File: config.mk
export PLATFORM = sky130hd
export DESIGN_NAME = priority_ordered_deque_flat
export DESIGN_NICKNAME = d
export VERILOG_FILES = /design/src/design/pod_pkg.sv /design/src/design/pod_in_if.sv /design/src/design/pod_out_if.sv /design/src/design/pod_ctrl.sv /design/src/design/pod_dp.sv /design/src/design/priority_ordered_deque.sv /design/src/flat_wrapper.sv
export SDC_FILE = /design/constraint.sdc
export NUM_CORES = 1
export LEC_CHECK = 0
export BUFFER_PORTS_ARGS = -buffer_cell sky130_fd_sc_hd__buf_2
export CORE_UTILIZATION = 53
export CTS_BUF_LIST = sky130_fd_sc_hd__clkbuf_8
export DETAILED_ROUTE_END_ITERATION = 7
export PLACE_DENSITY_LB_ADDON = 0.2
export SYNTH_ARGS = -nofsm -noshare
export SYNTH_HDL_FRONTEND = slang
export SYNTH_SLANG_ARGS = --single-unit
File: constraint.sdc
create_clock -name clk_i -period 6.35 [get_ports clk_i]
set_input_delay 1.27 -clock clk_i [delete_from_list [all_inputs] [get_ports clk_i]]
set_output_delay 1.27 -clock clk_i [all_outputs]
set_load 0.05 [all_outputs]
File: src/design/pod_pkg.sv
`timescale 1ns / 1ps
// ----------------------------------------------------------------------------
// pod_pkg: shared types and constants of the priority ordered deque
// Command and status codes, default sizes, and the control and status
// bundles that pass between the controller and the datapath.
// ----------------------------------------------------------------------------
package pod_pkg;

  localparam int unsigned DEPTH_DEF          = 16;
  localparam int unsigned PAYLOAD_WIDTH_DEF  = 16;
  localparam int unsigned PRIORITY_WIDTH_DEF = 16;
  localparam int unsigned CMD_WIDTH          = 3;
  localparam int unsigned STATUS_WIDTH       = 2;

  typedef enum logic [CMD_WIDTH-1:0] {
    CMD_INS_TAIL = 3'd0,
    CMD_INS_HEAD = 3'd1,
    CMD_INS_PRIO = 3'd2,
    CMD_REM_HEAD = 3'd3,
    CMD_REM_TAIL = 3'd4
  } cmd_e;

  typedef enum logic [STATUS_WIDTH-1:0] {
    ST_DONE  = 2'd0,
    ST_FULL  = 2'd1,
    ST_EMPTY = 2'd2
  } stat_e;

  // Read address sources of the entry memory.
  typedef enum logic [1:0] {
    RD_POS,
    RD_SHIFT,
    RD_HEAD,
    RD_TAIL
  } rd_sel_e;

  // Write address sources of the entry memory.
  typedef enum logic [1:0] {
    WR_TAIL,
    WR_HEAD,
    WR_POS,
    WR_SHIFT
  } wr_sel_e;

  typedef struct packed {
    logic    in_ready;
    logic    pos_inc;
    logic    k_load;
    logic    k_dec;
    logic    rd_en;
    rd_sel_e rd_sel;
    logic    wr_en;
    wr_sel_e wr_sel;
    logic    commit;
  } ctrl_cmd_t;

  typedef struct packed {
    cmd_e cmd;
    logic full;
    logic empty;
    logic greater;
    logic scan_last;
    logic shift_last;
    logic out_free;
  } ctrl_stat_t;

endpackage

File: src/design/pod_in_if.sv
`timescale 1ns / 1ps
// ----------------------------------------------------------------------------
// pod_in_if: command channel of the priority ordered deque
// One word carries a command, a payload and a signed priority.
// ----------------------------------------------------------------------------
interface pod_in_if #(
  parameter int unsigned PAYLOAD_WIDTH  = pod_pkg::PAYLOAD_WIDTH_DEF,
  parameter int unsigned PRIORITY_WIDTH = pod_pkg::PRIORITY_WIDTH_DEF
);
  logic                              valid;
  logic                              ready;
  logic [pod_pkg::CMD_WIDTH-1:0]     command;
  logic [PAYLOAD_WIDTH-1:0]          payload;
  logic signed [PRIORITY_WIDTH-1:0]  priority_req;

  modport source (output valid, output command, output payload, output priority_req,
                  input ready);
  modport sink   (input valid, input command, input payload, input priority_req,
                  output ready);
endinterface

File: src/design/pod_out_if.sv
`timescale 1ns / 1ps
// ----------------------------------------------------------------------------
// pod_out_if: result channel of the priority ordered deque
// One word reports the removed payload, a status and the fill level.
// ----------------------------------------------------------------------------
interface pod_out_if #(
  parameter int unsigned DEPTH         = pod_pkg::DEPTH_DEF,
  parameter int unsigned PAYLOAD_WIDTH = pod_pkg::PAYLOAD_WIDTH_DEF
);
  localparam int unsigned CW = $clog2(DEPTH + 1);

  logic                             valid;
  logic                             ready;
  logic [PAYLOAD_WIDTH-1:0]         removed_payload;
  logic                             removed_valid;
  logic [pod_pkg::STATUS_WIDTH-1:0] status;
  logic [CW-1:0]                    entry_count;
  logic                             list_empty;

  modport source (output valid, output removed_payload, output removed_valid,
                  output status, output entry_count, output list_empty, input ready);
  modport sink   (input valid, input removed_payload, input removed_valid,
                  input status, input entry_count, input list_empty, output ready);
endinterface

File: src/design/pod_ctrl.sv
`timescale 1ns / 1ps
// ----------------------------------------------------------------------------
// pod_ctrl: sequencer of the priority ordered deque
// Steps commands via decode and commit; priority inserts scan, shift, place.
// ----------------------------------------------------------------------------
module pod_ctrl (
  input  logic                clk_i,
  input  logic                rst_ni,
  input  logic                in_valid_i,
  input  pod_pkg::ctrl_stat_t stat_i,
  output pod_pkg::ctrl_cmd_t  cmd_o
);

  typedef enum logic [3:0] {
    S_IDLE,
    S_DECODE,
    S_SCAN_RD,
    S_SCAN_CMP,
    S_SHIFT_RD,
    S_SHIFT_WR,
    S_PLACE,
    S_FINISH
  } state_e;

  state_e state_q, state_d;

  always_comb begin
    state_d      = state_q;
    cmd_o        = '0;
    cmd_o.rd_sel = pod_pkg::RD_POS;
    cmd_o.wr_sel = pod_pkg::WR_TAIL;
    unique case (state_q)
      S_IDLE: begin
        cmd_o.in_ready = 1'b1;
        if (in_valid_i) begin
          state_d = S_DECODE;
        end
      end
      S_DECODE: begin
        state_d = S_FINISH;
        unique case (stat_i.cmd)
          pod_pkg::CMD_INS_TAIL: begin
            cmd_o.wr_en  = !stat_i.full;
            cmd_o.wr_sel = pod_pkg::WR_TAIL;
          end
          pod_pkg::CMD_INS_HEAD: begin
            cmd_o.wr_en  = !stat_i.full;
            cmd_o.wr_sel = pod_pkg::WR_HEAD;
          end
          pod_pkg::CMD_INS_PRIO: begin
            if (stat_i.empty) begin
              cmd_o.wr_en  = 1'b1;
              cmd_o.wr_sel = pod_pkg::WR_TAIL;
            end else if (!stat_i.full) begin
              state_d = S_SCAN_RD;
            end
          end
          pod_pkg::CMD_REM_HEAD: begin
            cmd_o.rd_en  = !stat_i.empty;
            cmd_o.rd_sel = pod_pkg::RD_HEAD;
          end
          pod_pkg::CMD_REM_TAIL: begin
            cmd_o.rd_en  = !stat_i.empty;
            cmd_o.rd_sel = pod_pkg::RD_TAIL;
          end
          default: begin
          end
        endcase
      end
      S_SCAN_RD: begin
        cmd_o.rd_en  = 1'b1;
        cmd_o.rd_sel = pod_pkg::RD_POS;
        state_d      = S_SCAN_CMP;
      end
      S_SCAN_CMP: begin
        if (stat_i.greater) begin
          cmd_o.pos_inc = 1'b1;
          state_d       = stat_i.scan_last ? S_PLACE : S_SCAN_RD;
        end else begin
          cmd_o.k_load = 1'b1;
          state_d      = S_SHIFT_RD;
        end
      end
      S_SHIFT_RD: begin
        cmd_o.rd_en  = 1'b1;
        cmd_o.rd_sel = pod_pkg::RD_SHIFT;
        state_d      = S_SHIFT_WR;
      end
      S_SHIFT_WR: begin
        cmd_o.wr_en  = 1'b1;
        cmd_o.wr_sel = pod_pkg::WR_SHIFT;
        cmd_o.k_dec  = 1'b1;
        state_d      = stat_i.shift_last ? S_PLACE : S_SHIFT_RD;
      end
      S_PLACE: begin
        cmd_o.wr_en  = 1'b1;
        cmd_o.wr_sel = pod_pkg::WR_POS;
        state_d      = S_FINISH;
      end
      S_FINISH: begin
        if (stat_i.out_free) begin
          cmd_o.commit = 1'b1;
          state_d      = S_IDLE;
        end
      end
      default: begin
        state_d = S_IDLE;
      end
    endcase
  end

  always_ff @(posedge clk_i or negedge rst_ni) begin
    if (!rst_ni) begin
      state_q <= S_IDLE;
    end else begin
      state_q <= state_d;
    end
  end

  property p_commit_from_finish;
    @(posedge clk_i) disable iff (!rst_ni)
      cmd_o.commit |=> (state_q == S_IDLE);
  endproperty
  a_commit_from_finish: assert property (p_commit_from_finish)
    else $error("commit did not return the sequencer to idle");

  property p_shift_then_place;
    @(posedge clk_i) disable iff (!rst_ni)
      (state_q == S_SHIFT_WR) && stat_i.shift_last |=> (state_q == S_PLACE);
  endproperty
  a_shift_then_place: assert property (p_shift_then_place)
    else $error("last shift step was not followed by placing the new entry");

  property p_accept_only_idle;
    @(posedge clk_i) disable iff (!rst_ni)
      in_valid_i && cmd_o.in_ready |=> (state_q == S_DECODE);
  endproperty
  a_accept_only_idle: assert property (p_accept_only_idle)
    else $error("accepted word was not decoded in the next cycle");

endmodule

File: src/design/pod_dp.sv
`timescale 1ns / 1ps
// ----------------------------------------------------------------------------
// pod_dp: datapath of the priority ordered deque
// Circular entry memory with head pointer and count, scan and shift cursors,
// the held command word and the result register.
// ----------------------------------------------------------------------------
module pod_dp #(
  parameter int unsigned DEPTH          = pod_pkg::DEPTH_DEF,
  parameter int unsigned PAYLOAD_WIDTH  = pod_pkg::PAYLOAD_WIDTH_DEF,
  parameter int unsigned PRIORITY_WIDTH = pod_pkg::PRIORITY_WIDTH_DEF,
  localparam int unsigned AW = $clog2(DEPTH),
  localparam int unsigned CW = $clog2(DEPTH + 1)
) (
  input  logic                             clk_i,
  input  logic                             rst_ni,
  input  logic                             in_valid_i,
  input  logic [pod_pkg::CMD_WIDTH-1:0]    in_command_i,
  input  logic [PAYLOAD_WIDTH-1:0]         in_payload_i,
  input  logic signed [PRIORITY_WIDTH-1:0] in_priority_i,
  input  pod_pkg::ctrl_cmd_t               ctl_i,
  output pod_pkg::ctrl_stat_t              stat_o,
  input  logic                             out_ready_i,
  output logic                             out_valid_o,
  output logic [PAYLOAD_WIDTH-1:0]         out_removed_payload_o,
  output logic                             out_removed_valid_o,
  output logic [pod_pkg::STATUS_WIDTH-1:0] out_status_o,
  output logic [CW-1:0]                    out_entry_count_o,
  output logic                             out_list_empty_o
);

  localparam logic [CW-1:0] FULL_COUNT = CW'(DEPTH);
  localparam logic [AW-1:0] LAST_SLOT  = AW'(DEPTH - 1);
  localparam logic [AW:0]   WRAP       = (AW + 1)'(DEPTH);

  logic [PAYLOAD_WIDTH-1:0]         mem_pay [DEPTH];
  logic signed [PRIORITY_WIDTH-1:0] mem_pri [DEPTH];

  pod_pkg::cmd_e                    cmd_q;
  logic [PAYLOAD_WIDTH-1:0]         pay_q;
  logic signed [PRIORITY_WIDTH-1:0] pri_q;
  logic [PAYLOAD_WIDTH-1:0]         rd_pay_q;
  logic signed [PRIORITY_WIDTH-1:0] rd_pri_q;
  logic [CW-1:0]                    count_q, count_d;
  logic [AW-1:0]                    head_q, head_d;
  logic [CW-1:0]                    pos_q, k_q;
  logic                             out_valid_q;
  logic [PAYLOAD_WIDTH-1:0]         out_pay_q;
  logic                             out_rv_q;
  pod_pkg::stat_e                   out_status_q;
  logic [CW-1:0]                    out_count_q;

  logic                             accept;
  logic                             is_ins, is_rem, full, empty;
  logic [AW-1:0]                    head_dec, head_inc;
  logic [CW-1:0]                    pos_nxt, k_prev, count_prev;
  logic [AW-1:0]                    rd_addr, wr_addr;
  logic [PAYLOAD_WIDTH-1:0]         wr_pay;
  logic signed [PRIORITY_WIDTH-1:0] wr_pri;
  pod_pkg::stat_e                   status_d;

  // Logical place to memory slot, counted from the head with wrap-around.
  function automatic logic [AW-1:0] phys(input logic [AW-1:0] head,
                                         input logic [AW-1:0] idx);
    logic [AW:0] sum;
    sum = {1'b0, head} + {1'b0, idx};
    if (sum >= WRAP) begin
      sum = sum - WRAP;
    end
    return sum[AW-1:0];
  endfunction

  assign accept     = in_valid_i && ctl_i.in_ready;
  assign full       = (count_q == FULL_COUNT);
  assign empty      = (count_q == '0);
  assign head_dec   = (head_q == '0) ? LAST_SLOT : head_q - 1'b1;
  assign head_inc   = (head_q == LAST_SLOT) ? '0 : head_q + 1'b1;
  assign pos_nxt    = pos_q + 1'b1;
  assign k_prev     = k_q - 1'b1;
  assign count_prev = count_q - 1'b1;

  always_comb begin
    is_ins = 1'b0;
    is_rem = 1'b0;
    case (cmd_q) inside
      pod_pkg::CMD_INS_TAIL, pod_pkg::CMD_INS_HEAD, pod_pkg::CMD_INS_PRIO: is_ins = 1'b1;
      pod_pkg::CMD_REM_HEAD, pod_pkg::CMD_REM_TAIL:                        is_rem = 1'b1;
      default: begin
      end
    endcase
  end

  always_comb begin
    stat_o            = '0;
    stat_o.cmd        = cmd_q;
    stat_o.full       = full;
    stat_o.empty      = empty;
    stat_o.greater    = (pri_q > rd_pri_q);
    stat_o.scan_last  = (pos_nxt == count_q);
    stat_o.shift_last = (k_prev == pos_q);
    stat_o.out_free   = !out_valid_q || out_ready_i;
  end

  always_comb begin
    case (ctl_i.rd_sel)
      pod_pkg::RD_POS:   rd_addr = phys(head_q, pos_q[AW-1:0]);
      pod_pkg::RD_SHIFT: rd_addr = phys(head_q, k_prev[AW-1:0]);
      pod_pkg::RD_HEAD:  rd_addr = head_q;
      pod_pkg::RD_TAIL:  rd_addr = phys(head_q, count_prev[AW-1:0]);
      default:           rd_addr = head_q;
    endcase
  end

  always_comb begin
    wr_pay = pay_q;
    wr_pri = pri_q;
    case (ctl_i.wr_sel)
      pod_pkg::WR_TAIL:  wr_addr = phys(head_q, count_q[AW-1:0]);
      pod_pkg::WR_HEAD:  wr_addr = head_dec;
      pod_pkg::WR_POS:   wr_addr = phys(head_q, pos_q[AW-1:0]);
      pod_pkg::WR_SHIFT: begin
        wr_addr = phys(head_q, k_q[AW-1:0]);
        wr_pay  = rd_pay_q;
        wr_pri  = rd_pri_q;
      end
      default:           wr_addr = head_q;
    endcase
  end

  // Entry memory: one write and one registered read per cycle.
  always_ff @(posedge clk_i) begin
    if (ctl_i.wr_en) begin
      mem_pay[wr_addr] <= wr_pay;
      mem_pri[wr_addr] <= wr_pri;
    end
    if (ctl_i.rd_en) begin
      rd_pay_q <= mem_pay[rd_addr];
      rd_pri_q <= mem_pri[rd_addr];
    end
  end

  always_ff @(posedge clk_i) begin
    if (accept) begin
      cmd_q <= pod_pkg::cmd_e'(in_command_i);
      pay_q <= in_payload_i;
      pri_q <= in_priority_i;
    end
  end

  always_comb begin
    count_d  = count_q;
    head_d   = head_q;
    status_d = pod_pkg::ST_DONE;
    if (is_ins) begin
      if (full) begin
        status_d = pod_pkg::ST_FULL;
      end else begin
        count_d = count_q + 1'b1;
        if (cmd_q == pod_pkg::CMD_INS_HEAD) begin
          head_d = head_dec;
        end
      end
    end else if (is_rem) begin
      if (empty) begin
        status_d = pod_pkg::ST_EMPTY;
      end else begin
        count_d = count_prev;
        if (cmd_q == pod_pkg::CMD_REM_HEAD) begin
          head_d = head_inc;
        end
      end
    end
  end

  always_ff @(posedge clk_i or negedge rst_ni) begin
    if (!rst_ni) begin
      count_q     <= '0;
      head_q      <= '0;
      pos_q       <= '0;
      k_q         <= '0;
      out_valid_q <= 1'b0;
    end else begin
      if (accept) begin
        pos_q <= '0;
      end else if (ctl_i.pos_inc) begin
        pos_q <= pos_nxt;
      end
      if (ctl_i.k_load) begin
        k_q <= count_q;
      end else if (ctl_i.k_dec) begin
        k_q <= k_prev;
      end
      if (ctl_i.commit) begin
        count_q     <= count_d;
        head_q      <= head_d;
        out_valid_q <= 1'b1;
      end else if (out_ready_i) begin
        out_valid_q <= 1'b0;
      end
    end
  end

  always_ff @(posedge clk_i) begin
    if (ctl_i.commit) begin
      out_rv_q     <= is_rem && !empty;
      out_pay_q    <= (is_rem && !empty) ? rd_pay_q : '0;
      out_status_q <= status_d;
      out_count_q  <= count_d;
    end
  end

  assign out_valid_o           = out_valid_q;
  assign out_removed_payload_o = out_pay_q;
  assign out_removed_valid_o   = out_rv_q;
  assign out_status_o          = out_status_q;
  assign out_entry_count_o     = out_count_q;
  assign out_list_empty_o      = (out_count_q == '0);

  property p_count_bound;
    @(posedge clk_i) disable iff (!rst_ni)
      count_q <= FULL_COUNT;
  endproperty
  a_count_bound: assert property (p_count_bound)
    else $error("entry count exceeds the depth");

  property p_head_bound;
    @(posedge clk_i) disable iff (!rst_ni)
      head_q <= LAST_SLOT;
  endproperty
  a_head_bound: assert property (p_head_bound)
    else $error("head pointer outside the memory");

  property p_shift_above_pos;
    @(posedge clk_i) disable iff (!rst_ni)
      ctl_i.wr_en && (ctl_i.wr_sel == pod_pkg::WR_SHIFT) |-> (k_q > pos_q) && !full;
  endproperty
  a_shift_above_pos: assert property (p_shift_above_pos)
    else $error("shift step at or below the insertion place");

  property p_remove_decrements;
    @(posedge clk_i) disable iff (!rst_ni)
      ctl_i.commit && is_rem && !empty |=> count_q == $past(count_prev);
  endproperty
  a_remove_decrements: assert property (p_remove_decrements)
    else $error("successful removal did not lower the count by one");

endmodule

File: src/design/priority_ordered_deque.sv
`timescale 1ns / 1ps
// A command word is taken only in idle, then decoded; the next word waits until
// the commit step loads the result word, and commit waits while the result
// register holds an unread word. A priority insert into a list neither empty
// nor full first reads and compares stored entries, reads and writes each entry
// moved and writes the new entry; all other words go from decode to commit.
// Reset clears the count, head pointer, sequencer and result valid; no sweep.
// ----------------------------------------------------------------------------
// priority_ordered_deque: bounded ordered list with priority insertion
// Holds up to DEPTH entries of payload and signed priority in a circular
// memory, and inserts or removes at most one entry per command word.
// ----------------------------------------------------------------------------
module priority_ordered_deque #(
  parameter int unsigned DEPTH          = pod_pkg::DEPTH_DEF,
  parameter int unsigned PAYLOAD_WIDTH  = pod_pkg::PAYLOAD_WIDTH_DEF,
  parameter int unsigned PRIORITY_WIDTH = pod_pkg::PRIORITY_WIDTH_DEF
) (
  input  logic      clk_i,
  input  logic      rst_ni,
  pod_in_if.sink    in_i,
  pod_out_if.source out_o
);

  // The controller and the datapath talk only through these two bundles.
  pod_pkg::ctrl_cmd_t  ctl_cmd;
  pod_pkg::ctrl_stat_t ctl_stat;

  // The sequencer walks each command word through its steps: decode, then for
  // a priority insert a scan from the head that reads one entry and compares it
  // in the following cycle, a shift from the tail down to the insertion place,
  // the write of the new entry, and the commit that loads the result register.
  pod_ctrl u_ctrl (
    .clk_i      (clk_i),
    .rst_ni     (rst_ni),
    .in_valid_i (in_i.valid),
    .stat_i     (ctl_stat),
    .cmd_o      (ctl_cmd)
  );

  assign in_i.ready = ctl_cmd.in_ready;

  // The datapath keeps the entries in a circular memory so that inserts and
  // removes at either end need no shifting; only a priority insert into the
  // middle moves the entries behind its place one slot towards the tail.
  // The result register parts the two channels, so a finished word may wait
  // for the sink while the next command word is already being worked on.
  pod_dp #(
    .DEPTH          (DEPTH),
    .PAYLOAD_WIDTH  (PAYLOAD_WIDTH),
    .PRIORITY_WIDTH (PRIORITY_WIDTH)
  ) u_dp (
    .clk_i                 (clk_i),
    .rst_ni                (rst_ni),
    .in_valid_i            (in_i.valid),
    .in_command_i          (in_i.command),
    .in_payload_i          (in_i.payload),
    .in_priority_i         (in_i.priority_req),
    .ctl_i                 (ctl_cmd),
    .stat_o                (ctl_stat),
    .out_ready_i           (out_o.ready),
    .out_valid_o           (out_o.valid),
    .out_removed_payload_o (out_o.removed_payload),
    .out_removed_valid_o   (out_o.removed_valid),
    .out_status_o          (out_o.status),
    .out_entry_count_o     (out_o.entry_count),
    .out_list_empty_o      (out_o.list_empty)
  );

  // A word leaving while the result register holds an unread word would be
  // lost, and the commit must only fire when the register can take it.
  property p_no_overwrite;
    @(posedge clk_i) disable iff (!rst_ni)
      out_o.valid && !out_o.ready |=> out_o.valid;
  endproperty
  a_no_overwrite: assert property (p_no_overwrite)
    else $error("pending result word dropped before it was taken");

  property p_empty_flag;
    @(posedge clk_i) disable iff (!rst_ni)
      out_o.valid |-> (out_o.list_empty == (out_o.entry_count == '0));
  endproperty
  a_empty_flag: assert property (p_empty_flag)
    else $error("empty flag disagrees with the entry count");

  property p_removed_status;
    @(posedge clk_i) disable iff (!rst_ni)
      out_o.valid && out_o.removed_valid |-> (out_o.status == pod_pkg::ST_DONE);
  endproperty
  a_removed_status: assert property (p_removed_status)
    else $error("removed entry reported with an error status");

endmodule

File: src/flat_wrapper.sv
// flat-port wrapper written by rule: the top's interface ports become plain ports
module priority_ordered_deque_flat 
#(
  parameter int unsigned DEPTH          = pod_pkg::DEPTH_DEF,
  parameter int unsigned PAYLOAD_WIDTH  = pod_pkg::PAYLOAD_WIDTH_DEF,
  parameter int unsigned PRIORITY_WIDTH = pod_pkg::PRIORITY_WIDTH_DEF
)
  (clk_i, rst_ni, in_i_valid, in_i_command, in_i_payload, in_i_priority_req, in_i_ready, out_o_valid, out_o_removed_payload, out_o_removed_valid, out_o_status, out_o_entry_count, out_o_list_empty, out_o_ready);
  pod_in_if #(.PAYLOAD_WIDTH(PAYLOAD_WIDTH), .PRIORITY_WIDTH(PRIORITY_WIDTH)) in_i_i ();
  pod_out_if #(.DEPTH(DEPTH), .PAYLOAD_WIDTH(PAYLOAD_WIDTH)) out_o_i ();
  input  logic clk_i;
  input  logic rst_ni;
  input wire logic [$bits(in_i_i.valid)-1:0] in_i_valid;
  input wire logic [$bits(in_i_i.command)-1:0] in_i_command;
  input wire logic [$bits(in_i_i.payload)-1:0] in_i_payload;
  input wire logic [$bits(in_i_i.priority_req)-1:0] in_i_priority_req;
  output wire logic [$bits(in_i_i.ready)-1:0] in_i_ready;
  output wire logic [$bits(out_o_i.valid)-1:0] out_o_valid;
  output wire logic [$bits(out_o_i.removed_payload)-1:0] out_o_removed_payload;
  output wire logic [$bits(out_o_i.removed_valid)-1:0] out_o_removed_valid;
  output wire logic [$bits(out_o_i.status)-1:0] out_o_status;
  output wire logic [$bits(out_o_i.entry_count)-1:0] out_o_entry_count;
  output wire logic [$bits(out_o_i.list_empty)-1:0] out_o_list_empty;
  input wire logic [$bits(out_o_i.ready)-1:0] out_o_ready;
  assign in_i_i.valid = in_i_valid;
  assign in_i_i.command = in_i_command;
  assign in_i_i.payload = in_i_payload;
  assign in_i_i.priority_req = in_i_priority_req;
  assign in_i_ready = in_i_i.ready;
  assign out_o_valid = out_o_i.valid;
  assign out_o_removed_payload = out_o_i.removed_payload;
  assign out_o_removed_valid = out_o_i.removed_valid;
  assign out_o_status = out_o_i.status;
  assign out_o_entry_count = out_o_i.entry_count;
  assign out_o_list_empty = out_o_i.list_empty;
  assign out_o_i.ready = out_o_ready;
  priority_ordered_deque #(.DEPTH(DEPTH), .PAYLOAD_WIDTH(PAYLOAD_WIDTH), .PRIORITY_WIDTH(PRIORITY_WIDTH)) u_core (.clk_i(clk_i), .rst_ni(rst_ni), .in_i(in_i_i), .out_o(out_o_i));
endmodule
[Word level (Yosys, flattened, before mapping)]
Memories as Yosys holds them, arrays and structs flattened. A register that Yosys moved wholly into a read port is not among the register bits.
Index checks and enable logic that the tools add are counted.
Storage, ports and cells
  memories kept: 2
  RAM bits: 512
  word-level logic and storage cells: 142
  bits of input ports: 39
  register bits: 83
  output and inout bits: 27
Memory list
  u_core.u_dp.mem_pay: depth 16, bits a word 16, read ports 1, clocked after Yosys merged registers in 1, wr ports 1, RTL line pod_dp.sv:35  | logic [PAYLOAD_WIDTH-1:0] mem_pay [DEPTH];
  u_core.u_dp.mem_pri: depth 16, bits a word 16, read ports 1, clocked after Yosys merged registers in 1, wr ports 1, RTL line pod_dp.sv:36  | logic signed [PRIORITY_WIDTH-1:0] mem_pri [DEPTH];
Cells by class
  magnitude comparators: 6
  equal/unequal tests: 26
  mux-type cells: 57
  reduce and logical (&&, ||, !) cells: 22
  add/subtract/negate cells: 16
Operators with widths (number)
  2-to-1 mux 4 bit: 17
  2-to-1 mux 5 bit: 8
  2-to-1 mux 16 bit: 2
  one-hot mux 4 bit (4 select lines): 2
  one-hot mux 4 bit (8 select lines): 1
  one-hot mux 3 bit (3 select lines): 3
  adder 4 x 4 -> 5 bit: 5
  >= comparator 5 bit, second input constant: 5
  subtractor 4 x 1 -> 4 bit, second input constant: 6
  equality test 4 x 3 -> 1 bit, second input constant: 4
  greater-than comparator 16 bit: 1
  2-to-1 mux 1 bit: 14
  2-to-1 mux 3 bit: 4
  adder 5 x 1 -> 5 bit, second input constant: 2
  equality test 5 bit: 2
  zero test 5 bit: 2
  2-to-1 mux 2 bit: 5
  nonzero test 2 bit: 5
  subtractor 5 x 1 -> 5 bit, second input constant: 2
  equality test 2 bit, second input constant: 4
  equality test 4 x 2 -> 1 bit, second input constant: 2
  zero test 4 bit: 2
  equality test 3 x 2 -> 1 bit, second input constant: 2
  inequality test 2 bit, second input constant: 3
  18 further kinds: 24

[Logic depth before layout (Yosys ltp)]
  word-level depth: 6
  gate-level depth with buffers: 16
  gate-level depth less buffers: 13

[By module]
A second synthesis with hierarchy kept.
Second synthesis, totals
  cells, all modules: 1579
  area, all modules: 26779.4 µm²
Modules (own cells, without submodules)
  pod_dp: area each 26416.6 µm², cells each 1528, sequential area each 18607.8 µm², instances 1
  pod_ctrl: area each 362.8 µm², cells each 51, sequential area each 75.1 µm², instances 1

[Least setup slack after synthesis]
Ideal clock, no wire load.
  path type: register to register
  from: reg u_core.u_ctrl.state_q[1]
  to: mem u_core.u_dp.mem_pay[10][0] in the netlist's numbering (enable)
  arrival: 4.401 ns
  slack: 1.528 ns
  path buffers: 3
  stages on the path, launching flop included: 13
  setup time: 0.421 ns
  data required time: 5.929 ns
  clock period less this slack: 4.822 ns
  cells stage by stage: dfrtp_1 -> clkbuf_1 -> nand3b_1 -> buf_1 -> buf_1 -> nand2_1 -> o21ai_0 -> ha_1 -> inv_1 -> fa_1 -> o31a_1 -> or3_1 -> nor2_1
Between the ends
  cells in the longest elaborated chain, start to end: 4
  elaborated cells on any way between the ends: 11
  those cells by class: eq/ne (6); mux (4); reduce/logical (1)
RTL lines
  start, declared: RTL line pod_ctrl.sv:25  | state_e state_q, state_d;
  start signal, assigned: RTL line pod_ctrl.sv:116  | state_q <= state_d;
  equality test 4 x 3 -> 1 bit / equality test 4 x 1 -> 1 bit (equally long branches): RTL line pod_ctrl.sv:32  | unique case (state_q)
  one-hot mux 3 bit (3 select lines) (*): RTL line pod_ctrl.sv:32
  equality test 2 bit, or another cell as far along: RTL line pod_dp.sv:116  | case (ctl_i.wr_sel)
  one-hot mux 4 bit (4 select lines) / 2-to-1 mux 1 bit (equally long branches): RTL line pod_dp.sv:116, pod_dp.sv:132
  end, declared: RTL line pod_dp.sv:35
Mark *: on every way between the ends. The rest lies on a longest branch, timed or not.

[Worst setup path after layout]
  from: reg u_core.u_ctrl.state_q[2]
  to: reg u_core.u_dp.rd_pay_q[13], read port of u_core.u_dp.mem_pay (data pin)
Between the ends
  cells in the longest elaborated chain, start to end: 4
  elaborated cells on any way between the ends: 9
  those cells by class: eq/ne (6); mux (2); reduce/logical (1)
RTL lines
  equality test 4 x 3 -> 1 bit, or another cell as far along: RTL line pod_ctrl.sv:32
  one-hot mux 3 bit (3 select lines) (*): RTL line pod_ctrl.sv:32
  equality test 2 bit, or another cell as far along: RTL line pod_dp.sv:104  | case (ctl_i.rd_sel)
  one-hot mux 4 bit (4 select lines): RTL line pod_dp.sv:104
  end, declared: RTL line pod_dp.sv:41  | logic [PAYLOAD_WIDTH-1:0] rd_pay_q;
Marks and branches as above.
A chain may end at the register's enable or synchronous reset.

==> metrics <==
number of enable flip-flop cells after synthesis=603; Resized cells post-CTS=0; residual overflow from global routing=0; startpoint-to-endpoint class of the critical path=reg -> reg; routability-driven placement congestion ratio=0.887; Placed Instances=2,597; placeable core area=0.0505 mm^2; Hold/Removal Path Class=in -> async; RR Endpoint=u_core.u_dp.rd_pay_q[13]$_DFFE_PP_; outcome=completed; Worst Clk Skew=0.0470 ns; CTS tree=yes; count of warnings emitted by yosys=0; Reg2Reg Depth=12; Final min period=4.81 ns; Worst-path clk slew=0.06 ns; most common cell after layout, fill and taps aside=edfxtp_1; largest area contributor in the netlist=edfxtp_1; number of sinks on the clock net=626; critical path capture point type=flip-flop; Post-Syn Area=0.0273 mm^2; Max Root-Sink Buffers=3; via count=17.7k; Critical Path AT=5.24 ns; fraction of registers with async set/reset=3.67%; GRT Util Overall=27.2%; worst reg-to-reg setup slack=1.54 ns; CTS HTree Levels=3; first-pass GRT wire length=107 mm; highest fanout seen on the critical path=69; number of unique standard cell types used by synthesis=74; top area cells in the synthesized netlist=edfxtp_1 (66%), o21ai_0 (4.0%), mux2_2 (3.7%), nand3_1 (3.7%), a211oi_1 (3.4%); latest clock arrival within the worst-skew pair=0.73 ns; Avg Synthesized Cell Area=13.9 um^2; Root Buffer Master=clkbuf_8; RSZ-0062 raised after global routing=no; ratio of cells with drive above 1 in the final layout=17.8%; DRT iter0 DRCs=1,877; die boundary height=229 um; number of routed nets with antenna violations=0; Post-CTS Hold Buffers=0; area taken by flip-flops and latches=0.0187 mm^2; Crit path required time=6.79 ns; count of endpoints failing setup in the final report=0; most used flip-flop cell after synthesis=edfxtp_1; highest-count cells in the layout ignoring fill and taps=edfxtp_1 (603), o21ai_0 (216), nand3_1 (199); final total negative setup slack=0 ns; filler instances=3,926; share of synthesized area occupied by flip-flops and latches=68.6%; Die Area=0.0523 mm^2; Final Max Tran Viols=0; number of synthesized register bits=626; post-DR wirelength/cell=25.5 um; via-per-instance ratio=6.36; CTS buffer count=100; vias in the first global route=17.5k; Max Clock Freq=208 MHz; multi-input combinational cell area=0.00793 mm^2; reported max-cap violation count=0; count of final hold-check violations=0; final worst path period share=75.7%; Area Overhead vs Synth=10.7%; pin count of the biggest net entering global routing=187; remaining max-slew budget at the tightest pin=17.3%; number of buffers inserted by port buffering=65; effective utilization at floorplan=54.0%; # Post-CTS Setup Buffers=0; Final Net Count=2,101; critical path launch point type=flip-flop; final wirelength=71.0 mm; Worst Max-Slew Pin Slew=1.24 ns; die width=229 um; total DRC errors in the routed layout=0; detailed-routing iteration count for the pre-antenna-repair pass=5; launch instance of the worst register-to-register path=u_core.u_ctrl.state_q[2]$_DFFE_PN0P_; syn_nets=2,040; synthesized instance count=1,966; area share of the leading cell type in the synthesized netlist=66.4%; boundary pin count=66; standard-cell rows=82; HPWL Detailed=38.3 mm; antenna violations before repair=0; post-route non-filler standard cell count=2,778
worst max-delay path, cell delays in order (launching register included):
cell and delay, ns:
dfrtp_1 0.59, nor3b_2 0.46, nand2_1 0.22, a21oi_1 0.23, ha_1 0.19, inv_1 0.06
fa_1 0.46, nor2_1 0.33, or2_4 0.76, buf_12 0.41, a211oi_1 0.11, a2111oi_0 0.45
mux2i_1 0.17
registers in the layout, summed over array words and instances (netlist names), 16 cells and up:
signal                             count
u_core.u_dp.mem_pri                  256
u_core.u_dp.mem_pay                  256
u_core.u_dp.out_removed_payload_o     16
u_core.u_dp.pri_q                     16
u_core.u_dp.pay_q                     16
u_core.u_dp.rd_pay_q                  16
u_core.u_dp.rd_pri_q                  16
worst max path at each step:
stage	to	slack, ns	startpoint
final	u_core.u_dp.rd_pay_q[13]$_DFFE_PP_	1.54	u_core.u_ctrl.state_q[2]$_DFFE_PN0P_
after global routing	u_core.u_dp.rd_pri_q[6]$_DFFE_PP_	1.19	u_core.u_ctrl.state_q[2]$_DFFE_PN0P_
after CTS	u_core.u_dp.rd_pri_q[6]$_DFFE_PP_	1.58	u_core.u_ctrl.state_q[2]$_DFFE_PN0P_
after detailed placement	u_core.u_dp.rd_pri_q[6]$_DFFE_PP_	1.59	u_core.u_ctrl.state_q[2]$_DFFE_PN0P_
after global placement	u_core.u_dp.rd_pri_q[6]$_DFFE_PP_	1.67	u_core.u_ctrl.state_q[2]$_DFFE_PN0P_
after floorplan	u_core.u_dp.mem_pay[10][0]$_DFFE_PP_	1.53	u_core.u_ctrl.state_q[1]$_DFFE_PN0P_
stage by stage:
step	util [%]	worst slack, ns	hold WS (ns)	cell area [um^2]
floorplan	-	1.53	0.503	27300
global placement	56.2	1.67	0.536	28400
detailed placement	56.2	1.59	0.545	28400
CTS	59.8	1.58	0.538	30200
global route	59.8	1.19	0.575	30200
finish	59.8	1.54	0.532	30200
synth_stat cells, drive strengths merged (5+ instances only):
cell type	n
nor2	46
mux2i	45
xor2	7
nand2	60
nor3	11
mux2	89
and2	19
o21ai	223
buf	51
nand3	199
and3	9
clkbuf	112
edfxtp	603
ha	32
o211ai	8
xnor2	22
nand2b	6
inv	34
nand4	6
a21oi	86
a21boi	8
a2111oi	62
nor2b	5
a211oi	128
dfrtp	23
a21o	12
layer usage:
| metal | part of all wire (%) | wire length, um | vias up | GRT usage [%] |
|---|---|---|---|---|
| met1 | 41 | 29300 | 8836 | 37.4 |
| met4 | 2.7 | 1920 | 0 | 11.1 |
| met5 | 0 | 0 | - | 0 |
| met3 | 8.6 | 6090 | 138 | 4.69 |
| li1 | - | - | 7828 | - |
| met2 | 47 | 33700 | 876 | 43.1 |
cell type report:
class                           count  share of cell area [%]
Antenna cell                        1                 0.00829
Clock inverter                     80                    1.34
Timing Repair Buffer              122                    2.66
Multi-Input combinational cell   1143                    26.3
Tap cell                          672                    2.79
Inverter                           34                   0.423
Sequential cell                   626                    61.9
Clock buffer                      100                    4.56
cells by family (layout without fill, tap and decap cells):
family | count (synthesis) | count (layout) | share of synthesized area [%]
AOI/OAI and AO/OA | 555 | 555 | 13.0
xor gates and xnor gates | 31 | 31 | 1.12
other | 0 | 1 | 0
buffers and inverters | 197 | 336 | 3.07
and+or+nand+nor | 388 | 388 | 7.24
DFF | 626 | 626 | 68.6
muxes | 134 | 134 | 5.33
adders and majority gates | 35 | 35 | 1.69
Power is left out: the tool's default activity adds up to more than one toggle a clock period on the data nets, which glitch-free logic cannot reach.
